`src/acs_pkg.sv`:
```
// Package for the assembly comment stripper: scan modes, pair actions,
// character codes and the scanner state record. No dependencies.
package acs_pkg;

    localparam int unsigned ByteW = 8;

    typedef logic [ByteW-1:0] byte_t;

    typedef enum logic [2:0] {
        MODE_NORMAL  = 3'd0,
        MODE_STRING  = 3'd1,
        MODE_LINE    = 3'd2,
        MODE_BLOCK   = 3'd3,
        MODE_STOPPED = 3'd4
    } scan_mode_t;

    typedef enum logic [1:0] {
        PAIR_NONE  = 2'd0,
        PAIR_PASS  = 2'd1,
        PAIR_OPEN  = 2'd2,
        PAIR_CLOSE = 2'd3
    } pair_action_t;

    localparam byte_t CH_NUL    = 8'h00;
    localparam byte_t CH_AT     = 8'h40;
    localparam byte_t CH_SLASH  = 8'h2F;
    localparam byte_t CH_STAR   = 8'h2A;
    localparam byte_t CH_BSLASH = 8'h5C;
    localparam byte_t CH_NL     = 8'h0A;
    localparam byte_t CH_SPACE  = 8'h20;
    localparam byte_t CH_DQUOTE = 8'h22;
    localparam byte_t CH_SQUOTE = 8'h27;

    typedef struct packed {
        scan_mode_t   scan_mode;
        byte_t        quote_char;
        pair_action_t pair_action;
        logic         prev_backslash;
    } scan_state_t;

endpackage

```
`src/acs_step.sv`:
```
// Combinational scanner step: from the current state and one byte with its
// lookahead, forms the output byte and the next scanner state. Uses acs_pkg.
module acs_step
    import acs_pkg::*;
(
    input  scan_state_t state,
    input  byte_t       cur_byte,
    input  byte_t       next_byte,
    output scan_state_t state_next,
    output byte_t       out_byte
);

    // Output byte.
    always_comb
    begin
        out_byte = cur_byte;
        if (state.scan_mode == MODE_STOPPED)
        begin
            out_byte = cur_byte;
        end
        else if (cur_byte == CH_NUL)
        begin
            out_byte = CH_NUL;
        end
        else if (state.pair_action != PAIR_NONE)
        begin
            out_byte = (state.pair_action == PAIR_PASS) ? cur_byte : CH_SPACE;
        end
        else
        begin
            case (state.scan_mode)
                MODE_STRING:
                begin
                    out_byte = cur_byte;
                end
                MODE_LINE:
                begin
                    out_byte = (cur_byte == CH_NL) ? cur_byte : CH_SPACE;
                end
                MODE_BLOCK:
                begin
                    out_byte = (cur_byte == CH_NL && next_byte != CH_SLASH) ||
                               (cur_byte == CH_NL) ? cur_byte : CH_SPACE;
                end
                default:
                begin
                    if (cur_byte == CH_AT && !state.prev_backslash)
                    begin
                        out_byte = CH_SPACE;
                    end
                    else if (cur_byte == CH_SLASH && next_byte == CH_STAR)
                    begin
                        out_byte = CH_SPACE;
                    end
                    else
                    begin
                        out_byte = cur_byte;
                    end
                end
            endcase
        end
    end

    // Next state.
    always_comb
    begin
        state_next = state;
        if (state.scan_mode == MODE_STOPPED)
        begin
            state_next.scan_mode = MODE_STOPPED;
        end
        else if (cur_byte == CH_NUL)
        begin
            state_next.scan_mode   = MODE_STOPPED;
            state_next.pair_action = PAIR_NONE;
        end
        else if (state.pair_action != PAIR_NONE)
        begin
            // This byte is the second half of a claimed pair.
            state_next.pair_action = PAIR_NONE;
        end
        else
        begin
            case (state.scan_mode)
                MODE_STRING:
                begin
                    if (cur_byte == CH_BSLASH && next_byte == state.quote_char)
                    begin
                        state_next.pair_action = PAIR_PASS;
                    end
                    else if (cur_byte == state.quote_char)
                    begin
                        state_next.scan_mode  = MODE_NORMAL;
                        state_next.quote_char = CH_NUL;
                    end
                end
                MODE_LINE:
                begin
                    if (cur_byte == CH_NL)
                    begin
                        state_next.scan_mode = MODE_NORMAL;
                    end
                end
                MODE_BLOCK:
                begin
                    if (cur_byte == CH_STAR && next_byte == CH_SLASH)
                    begin
                        state_next.scan_mode   = MODE_NORMAL;
                        state_next.pair_action = PAIR_CLOSE;
                    end
                end
                default:
                begin
                    state_next.scan_mode = MODE_NORMAL;
                    if (cur_byte == CH_AT && !state.prev_backslash)
                    begin
                        state_next.scan_mode = MODE_LINE;
                    end
                    else if (cur_byte == CH_SLASH && next_byte == CH_STAR)
                    begin
                        state_next.scan_mode   = MODE_BLOCK;
                        state_next.pair_action = PAIR_OPEN;
                    end
                    else if (cur_byte == CH_DQUOTE || cur_byte == CH_SQUOTE)
                    begin
                        state_next.scan_mode  = MODE_STRING;
                        state_next.quote_char = cur_byte;
                    end
                end
            endcase
        end
        state_next.prev_backslash = (out_byte == CH_BSLASH);
    end

endmodule

```
`src/asm_comment_stripper.sv`:
```
// Top level of the assembly comment stripper: input register, scanner state,
// result register. Depends on acs_pkg and acs_step.
//
// Usage:
//   The slave channel takes one source byte per transaction together with the
//   byte after it as lookahead (0 when there is none). The master channel
//   returns one byte per transaction: the same byte, or a space where it lies
//   inside an '@' line comment or a block comment, where newlines still pass.
//   Strings pass unchanged, and a zero byte stops all blanking until the next reset.
//   An accepted input transaction waits in the input register; the scanner
//   step then writes the result register and the scanner state, and the
//   result register offers the byte on the master channel.
//   Throughput is one byte per cycle while the receiver takes each result;
//   the scanner step is a single short compare-and-select level, and its
//   state feeds back within that cycle. When the receiver stalls, the result
//   register holds its byte and the input register still takes one more
//   transaction, after which s_axis_tready drops until the result is taken.
//   Reset (rst_n low, asynchronous) empties both registers and returns the
//   scanner to normal text with no open string or pending pair.
module asm_comment_stripper
    import acs_pkg::*;
(
    input  logic        clk,
    input  logic        rst_n,
    input  logic        s_axis_tvalid,
    output logic        s_axis_tready,
    input  logic [15:0] s_axis_tdata,  // [7:0] cur_byte, [15:8] next_byte
    output logic        m_axis_tvalid,
    input  logic        m_axis_tready,
    output logic [7:0]  m_axis_tdata   // [7:0] out_byte
);

    logic        in_valid_reg;
    logic        in_valid_next;
    byte_t       cur_byte_reg;
    byte_t       next_byte_reg;
    logic        out_valid_reg;
    logic        out_valid_next;
    byte_t       out_byte_reg;
    scan_state_t state_reg;
    scan_state_t state_next;
    byte_t       step_byte;
    logic        out_free;
    logic        advance;
    logic        take_in;

    acs_step u_step (
        .state      (state_reg),
        .cur_byte   (cur_byte_reg),
        .next_byte  (next_byte_reg),
        .state_next (state_next),
        .out_byte   (step_byte)
    );

    assign out_free      = !out_valid_reg || m_axis_tready;
    assign advance       = in_valid_reg && out_free;
    assign s_axis_tready = !in_valid_reg || advance;
    assign take_in       = s_axis_tvalid && s_axis_tready;

    always_comb
    begin
        in_valid_next = in_valid_reg;
        if (take_in)
        begin
            in_valid_next = 1'b1;
        end
        else if (advance)
        begin
            in_valid_next = 1'b0;
        end
        out_valid_next = out_valid_reg;
        if (advance)
        begin
            out_valid_next = 1'b1;
        end
        else if (m_axis_tready)
        begin
            out_valid_next = 1'b0;
        end
    end

    always_ff @(posedge clk or negedge rst_n)
    begin
        if (!rst_n)
        begin
            in_valid_reg  <= 1'b0;
            out_valid_reg <= 1'b0;
            state_reg     <= '{scan_mode:      MODE_NORMAL,
                               quote_char:     CH_NUL,
                               pair_action:    PAIR_NONE,
                               prev_backslash: 1'b0};
        end
        else
        begin
            in_valid_reg  <= in_valid_next;
            out_valid_reg <= out_valid_next;
            if (advance)
            begin
                state_reg <= state_next;
            end
        end
    end

    always_ff @(posedge clk)
    begin
        if (take_in)
        begin
            cur_byte_reg  <= s_axis_tdata[7:0];
            next_byte_reg <= s_axis_tdata[15:8];
        end
        if (advance)
        begin
            out_byte_reg <= step_byte;
        end
    end

    assign m_axis_tvalid = out_valid_reg;
    assign m_axis_tdata  = out_byte_reg;

endmodule
```
`config.mk`:
```
export PLATFORM = sky130hd
export DESIGN_NAME = asm_comment_stripper
export DESIGN_NICKNAME = d
export VERILOG_FILES = /design/src/acs_pkg.sv /design/src/acs_step.sv /design/src/asm_comment_stripper.sv
export SDC_FILE = /design/constraint.sdc
export NUM_CORES = 1
export LEC_CHECK = 0
export ABC_AREA = 1
export BUFFER_PORTS_ARGS = -buffer_cell sky130_fd_sc_hd__buf_2
export CAP_MARGIN = 25
export CORE_UTILIZATION = 50
export CTS_CLUSTER_DIAMETER = 100
export DETAILED_ROUTE_END_ITERATION = 8
export MAX_ROUTING_LAYER = met4
export PLACE_DENSITY = 0.7
export SYNTH_ARGS = -nofsm -noshare
export SYNTH_HDL_FRONTEND = slang
export SYNTH_HIERARCHICAL = 1
export SYNTH_SLANG_ARGS = --single-unit
```
`constraint.sdc`:
```
create_clock -name clk -period 2.2 [get_ports clk]
set_clock_uncertainty 0.15 [all_clocks]
set_input_delay 0 -clock clk [delete_from_list [all_inputs] [get_ports clk]]
set_output_delay 0 -clock clk [all_outputs]
set_load 0.05 [all_outputs]
```
==> metrics.txt, run 1 <==
Lkg Pwr=1.50 nW; net switching power=1.17 mW; first-iteration detailed-routing DRC count=130; Peak VDD IR=0.621 mV; clk_lat worst skew=290 ps; Syn Inst Count=311; Worst Hold Class=in -> async; final critical-path required period=2090 ps; TritonCTS buffer count=5; Worst Tran Pin Value=593 ps; Starting Density=51.8%; first-pass GRT wire length=9750 um; num rows=25; crit-path max FO=5; Layout area overhead=27.3%; total grt overflow=0; Routability Congestion=0.946; antenna-violating nets left=0; Max-Cap Viols=0; Internal=1.82 mW; die width=71.9 um; layout cells sized above 1=27.2%; unrepaired setup endpoints after global routing=yes; Comb power frac=42.5%; Final Cycle Share=94.9%; # setup viols final=0; CP Capture Type=flip-flop; Sw Share=39.2%; post-synth cell types=29; sum of buffers and inverters on the critical path=1; via count=2293; initial antenna violation count=0; Slowest cell on crit path=edfxtp_1; CP Cell Sequence=buf_4 -> nor2_1 -> nand2_1 -> nor2_1 -> nand2_2 -> nand4_1 -> nand2_1 -> nand2_1 -> nand2_1 -> nand2_1 -> o21ai_1 -> nor2_1 -> nand3_1 -> nand2_2; Final #Nets=398; Total GRT Usage=26.2%; # IOs=30; startpoint types=flip-flop; top_reg_cell synth=edfxtp_1; ANT cells=0; mean routed wirelength per cell=13.9 um; post-synthesis sequential area ratio=45.8%; synthesized net count=331; DRC viols=0; Fin. Hold Viols=1; Post-synth EDFFs=24; fmax=479 MHz; DR vias/cell=5.14; FF+latch count, synth=40; final core utilization=65.9%; Die ar.=5180 um2; Root Buffer=clkbuf_8; die height=71.9 um; htree depth=2; worst setup path category=reg -> reg; CP delay by family, top=simple AND/OR/NAND/NOR gates; FFs w/ async S/R, synth=40.0%; CTS tree=built; Core ar.=4720 um2; CP Data Required Time=2290 ps; pwr dens=961 nW/um2; clock sink total=40; largest net degree at the start of global routing=17; IO buf count=29; CTS clk-pin slew, worst paths=80 ps; outcome=complete, but fails checks; clock power share=22.1%; max FFs per register=14; Max Slew Vio Count=0; maximum root-to-sink buffer count=2; data arrival time of the worst path=2180 ps; Avg Cell Area, Syn=7.87 um2; First-pass DRT Iterations=5; Post-DP HPWL=4450 um; vias in the first global route=2185; Min Hold Slack=-0.805 ps; failing checks=negative hold slack; Synth Cell Area=2450 um2; delay of the slowest critical-path stage=490 ps; total detailed-routing wirelength=6220 um; register share of total power=35.4%; synth warn=6; Slew headroom=60.4%; most frequent CP cell=nand2_1
==> stage by stage <==
step                      area (um2)  worst slack (ps)  setup TNS (ps)  instances  power, mW
after floorplan                 2450              78.0               0        311       1.90
after global placement          2680               118               0        409       2.16
after detailed placement        2680               117               0        409       2.15
after CTS                       3020              95.3               0        438       2.85
after global routing            3110             -72.5            -130        446       3.16
final                           3110               111               0        446       2.99
==> cell usage in the layout, fill, tap and decap left out, types with 11 or more instances in the layout <==
cell / n
edfxtp_1: 24
nor2_1: 33
dfrtp_1: 15
inv_1: 38
dlygate4sd3_1: 21
a21oi_1: 11
nand2_1: 70
inv_2: 11
buf_4: 14
buf_2: 29
nand2_2: 19
nand3_1: 33
==> path summary, 6_finish.rpt <==
kind / cells past startpoint / start / slack [ps] / endpoint
setup / recovery: 14 / cur_byte_reg[2] / 110 / state_reg[0]
hold / removal: 2 / rst_n / -0.8 / state_reg[0]
setup reg to reg: 14 / cur_byte_reg[2] / 110 / state_reg[0]
hold reg to reg: 2 / state_reg[1] / 350 / state_reg[1]
max in group asynchronous: 2 / rst_n / 1610 / state_reg[11]
min in group clk: 2 / s_axis_tdata[3] / 260 / cur_byte_reg[3]
==> Yosys cell counts, types with 4 or more instances <==
library cell / n / area share, %
nand2_1: 72 / 11
a21oi_1: 13 / 2.7
nor3_1: 6 / 1.2
nor2_1: 35 / 5.4
nand3_1: 33 / 6.8
inv_1: 38 / 5.8
nand2_2: 17 / 4.3
edfxtp_1: 24 / 29
or2_2: 4 / 1.0
inv_2: 11 / 1.7
nand4_1: 6 / 1.5
dfrtp_1: 16 / 16
xor2_1: 5 / 1.8
o21ai_0: 7 / 1.4
==> metal layers <==
layer  up-vias  global-route usage, %  part of all wire, %
met5         -                      -                    0
met4         0                   13.9                  3.6
met3        19                   4.58                  4.6
met2        81                   44.5                   49
met1      1060                   29.7                   42
li1       1133                      -                    -
==> area by class of cell <==
type | count | area [um2]
fill | 397 | 1610
sequential | 40 | 1120
clock inverter | 1 | 30.0
timing repair buffer | 65 | 480
clock buffer | 7 | 96.3
multi-input combinational | 217 | 1120
inverter | 49 | 184
tap | 67 | 83.8
==> power by group through the flow <==
stage / combinational, mW / sequential (mW) / clock (mW)
2_1_floorplan: 0.685 / 1.22 / 0
3_3_place_gp: 1.09 / 1.07 / 0
3_5_place_dp: 1.08 / 1.07 / 0
4_1_cts: 1.12 / 1.06 / 0.682
5_1_grt: 1.39 / 1.07 / 0.694
6_report: 1.27 / 1.06 / 0.662
==> repair_timing <==
action | CTS | global route
setup endpoints to repair | 0 | 7
hold endpoints to repair | 34 | 0
hold buffers | 21 | 0
setup buffers | 0 | 8
resized for setup | 0 | 8
==> cells by family after synthesis <==
logic type | count (synthesis) | synth area share, %
buffers and inverters | 54 | 9.46
AND/OR/NAND/NOR | 186 | 37.0
AO/OA/AOI/OAI | 26 | 5.88
flip-flops | 40 | 45.8
XOR/XNOR | 5 | 1.79
Power figures use the tool's default switching activity.
==> run 2, diff against run 1 <==
==> constraint.sdc (replaced) <==
create_clock -name clk -period 2.2 [get_ports clk]
set_clock_uncertainty 0.15 [all_clocks]
set_input_delay 0.22 -clock clk [delete_from_list [all_inputs] [get_ports clk]]
set_output_delay 0.22 -clock clk [all_outputs]
set_load 0.05 [all_outputs]
==> metrics.txt, run 2 (synthesis results as in run 1) <==
outcome=completed; worst setup path category=reg -> reg; final instance area=3080 um2; Final Cycle Share=95.3%; largest net degree at the start of global routing=17; layout cells sized above 1=27.4%; final critical-path required period=2100 ps; most common cell after layout, fill and taps aside=nand2_1; vias in the first global route=2168; Max-Cap Viols=0; Core ar.=4720 um2; Post-DP HPWL=4450 um; Total GRT Usage=26.1%; # setup viols final=0; post-place instance area=2680 um2; pwr dens=968 nW/um2; footprint of the multi-input gates=1120 um2; antenna-violating nets left=0; num rows=25; ANT cells=0; First-pass DRT Iterations=4; via count=2286; Layout area overhead=26.0%; maximum root-to-sink buffer count=2; Routability Congestion=0.946; CTS tree=built; max FFs per register=14; IO buf count=29; Worst Tran Pin Value=596 ps; total grt overflow=0; total detailed-routing wirelength=6160 um; initial antenna violation count=0; total negative setup slack=0 ps; startpoint types=flip-flop; Layout fillers=398; Worst Hold Class=in -> reg; Final #Nets=395; crit-path max FO=5; Lkg Pwr=1.49 nW; Sequential Area=1120 um2; TritonCTS buffer count=5; Die ar.=5180 um2; first-pass GRT wire length=9670 um; clock sink total=40; Starting Density=51.8%; DRC viols=0; Hold Crit Depth=4; r2r worst-path depth=14; Root Buffer=clkbuf_8; die width=71.9 um; Fin. Hold Viols=0; CP Data Required Time=2290 ps; clk_lat worst skew=290 ps; pre-CTS setup slack=117 ps; Max Slew Vio Count=0; data arrival time of the worst path=2180 ps; Slew headroom=60.2%; CTS clk-pin slew, worst paths=80 ps; first-iteration detailed-routing DRC count=187; mean routed wirelength per cell=13.9 um; PnR worst setup slack=103 ps; Peak VDD IR=0.594 mV; DR vias/cell=5.16; most frequent cells in the layout=nand2_1 (70), inv_1 (38), nand3_1 (33), nor2_1 (33), buf_2 (29); # IOs=30; unrepaired setup endpoints after global routing=yes; CP Capture Type=flip-flop; fmax=477 MHz; htree depth=2; die height=71.9 um
run 2: timing repair:
item	CTS	global route
setup endpoints to repair	0	7
resized for setup	0	8
endpoints found under the hold margin	33	0
buffers inserted	0	8
hold buffers	18	0
run 2: where the power goes:
part           internal [mW]  total (mW)  switching [mW]
Clock                  0.400       0.661           0.261
Combinational          0.467        1.27           0.799
Sequential             0.944        1.06           0.113
Total                   1.81        2.98            1.17
run 2: final timing paths:
| check | from | end | slack (ps) |
|---|---|---|---|
| max | cur_byte_reg[2] | state_reg[0] | 100 |
| min | m_axis_tready | in_valid_reg | 100 |
| max reg2reg | cur_byte_reg[2] | state_reg[0] | 100 |
| min reg2reg | state_reg[1] | state_reg[1] | 350 |
| max in group asynchronous | rst_n | state_reg[11] | 1390 |
| min in group asynchronous | rst_n | state_reg[0] | 220 |
run 2: critical path: stages, from the launching register on:
cell and delay (ps):
edfxtp_1 490, buf_4 190, nor2_1 100, nand2_1 120
nor2_1 130, nand2_2 90, nand4_1 120, nand2_1 100
nand2_1 70, nand2_1 50, nand2_1 50, o21ai_1 80
nor2_1 130, nand3_1 100, nand2_2 80
run 2: final cells by class:
class / instances / share of cell area [%]
clock buffer: 7 / 3.12
clock inverter: 1 / 0.974
inverter: 49 / 5.97
multi-input combinational: 217 / 36.2
sequential: 40 / 36.4
tap: 67 / 2.72
timing repair buffer: 62 / 14.6
run 2: routing by layer:
| layer | routed length [um] | vias up | track usage, % |
|---|---|---|---|
| met5 | 0 | - | - |
| met1 | 2620 | 1062 | 29.4 |
| met3 | 271 | 19 | 4.58 |
| met2 | 3060 | 82 | 44.3 |
| li1 | - | 1123 | - |
| met4 | 209 | 0 | 13.9 |
run 2: through the flow:
step                hold slack, ps  total power [mW]  std cells  util (%)
global route                   133              3.15        443      65.3
global placement              10.7              2.16        409      56.7
floorplan                     -226              1.90        311         -
finish                         102              2.98        443      65.3
CTS                            101              2.85        435      63.2
detailed placement            14.8              2.15        409      56.7
==> run 3, diff against run 2 <==
==> constraint.sdc (replaced) <==
create_clock -name clk -period 2.2 [get_ports clk]
set_clock_uncertainty 0.15 [all_clocks]
set_input_delay 0.44 -clock clk [delete_from_list [all_inputs] [get_ports clk]]
set_output_delay 0.44 -clock clk [all_outputs]
set_load 0.05 [all_outputs]
==> metrics.txt, run 3 (synthesis results as in run 1) <==
Hold Crit Depth=1; Core ar.=4720 um2; htree depth=2; TritonCTS buffer count=5; outcome=completed; antenna-violating nets left=0; Slowest cell on crit path=dfrtp_2; Max-Cap Viols=0; ANT cells=0; Slew headroom=57.3%; hold path start=s_axis_tdata[0]; Peak VDD IR=0.441 mV; num rows=25; Layout area overhead=19.3%; worst setup path category=reg -> reg; initial antenna violation count=0; max FFs per register=14; most frequent cells in the layout=nand2_1 (70), inv_1 (38), nor2_1 (34); Worst Hold Class=in -> reg; most common cell after layout, fill and taps aside=nand2_1; Comb power frac=42.3%; clk_lat worst skew=290 ps; total grt overflow=0; first-iteration detailed-routing DRC count=194; First-pass DRT Iterations=4; pwr dens=978 nW/um2; crit-path max FO=7; Finished Layout Cells=429; Lkg Pwr=1.43 nW; Final #Nets=381; Hold Path End=cur_byte_reg[0]; first-pass GRT wire length=9480 um; total negative setup slack=0 ps; pre-CTS setup slack=141 ps; IO buf count=29; largest net degree at the start of global routing=17; # IOs=30; r2r worst-path depth=13; data arrival time of the worst path=2140 ps; clock power share=20.6%; vias in the first global route=1958; flop-to-flop setup slack=150 ps; Starting Density=51.8%; delay of the slowest critical-path stage=450 ps; total detailed-routing wirelength=5890 um; clock sink total=40; CTS clk-pin slew, worst paths=80 ps; mean routed wirelength per cell=13.7 um; Max Slew Vio Count=0; Root Buffer=clkbuf_8; Routability Congestion=0.981; register share of total power=37.1%; startpoint types=flip-flop; CP Capture Type=flip-flop; DR vias/cell=5.03; CP Cell Sequence=inv_2 -> nor3_4 -> buf_4 -> nor2_4 -> buf_4 -> nand3_1 -> nand2_1 -> nand2_1 -> a22oi_2 -> nand3_1 -> nor2_1 -> nand3_1 -> nand2_2; Total GRT Usage=25.2%; final critical-path required period=2050 ps; layout cells sized above 1=28.5%; sum of buffers and inverters on the critical path=3; Placed Cells=409; Layout fillers=433; maximum root-to-sink buffer count=2; Sw Share=40.9%; Die ar.=5180 um2; DRC viols=0; Fin. Hold Viols=0; CTS tree=built; die height=71.9 um; Post-DP HPWL=4510 um; die width=71.9 um; PnR worst setup slack=145 ps; via count=2157; Final Cycle Share=93.4%; most frequent CP cell=nand3_1; net switching power=1.17 mW; Critical R2R Capture=state_reg[0]; fmax=487 MHz; r2r startpoint=state_reg[11]; # setup viols final=0; CP delay by family, top=simple AND/OR/NAND/NOR gates; Worst Tran Pin Value=640 ps; unrepaired setup endpoints after global routing=yes; Internal=1.69 mW; CP Data Required Time=2290 ps
run 3: cell types whose count changed in the layout (fill, tap and decap cells not counted), sizes merged:
cell | before | now
clkbuf | 7 | 5
buf | 44 | 47
dlygate4sd3 | 18 | 1
clkinv | 0 | 2
run 3: worst max-delay path by stage:
stage                     from         endpoint  slack (ps)  cells after the start
2_1_floorplan    m_axis_tvalid  cur_byte_reg[0]          80                      3
3_3_place_gp     state_reg[12]     state_reg[0]         130                     13
3_5_place_dp   cur_byte_reg[5]     state_reg[3]         140                     12
4_1_cts        cur_byte_reg[3]     state_reg[0]         120                     15
5_1_grt          state_reg[11]     state_reg[0]         -20                     14
6_report         state_reg[11]     state_reg[0]         150                     13
run 3: power by group through the flow:
stage / Clock [mW] / Combinational [mW] / Sequential, mW
after CTS: 0.599 / 1.09 / 1.06
after detailed placement: 0 / 1.08 / 1.07
final: 0.588 / 1.21 / 1.06
after floorplan: 0 / 0.685 / 1.22
after global routing: 0.625 / 1.33 / 1.07
after global placement: 0 / 1.09 / 1.07
run 3: routing by layer:
metal,wire length [um],vias to the layer above,track usage [%]
li1,-,1097,-
met1,2610,983,31.4
met2,2910,63,42.3
met3,203,14,3.19
met4,162,0,8.93
met5,0,-,-
run 3: area by class of cell:
class / count / area, um2 / area share [%]
Multi-Input combinational cell: 217 / 1130 / 38.6
Inverter: 49 / 184 / 6.30
Tap cell: 67 / 83.8 / 2.87
Clock buffer: 5 / 68.8 / 2.36
Clock inverter: 3 / 37.5 / 1.29
Timing Repair Buffer: 48 / 294 / 10.1
Sequential cell: 40 / 1120 / 38.5
run 3: metrics by stage:
stage               hold WS [ps]  util (%)  area [um2]  power, mW
detailed placement           232      56.7        2680       2.16
global route                 160      61.8        2920       3.03
global placement             225      56.7        2680       2.16
floorplan                  -5.59         -        2450       1.90
finish                       171      61.8        2920       2.85
CTS                          165      59.2        2800       2.74
run 3: repair_timing:
item / in CTS / in global routing
hold buffers: 1 / 0
buffers inserted: 0 / 11
setup endpoints to repair: 0 / 5
resized for setup: 0 / 10
endpoints found under the hold margin: 16 / 0
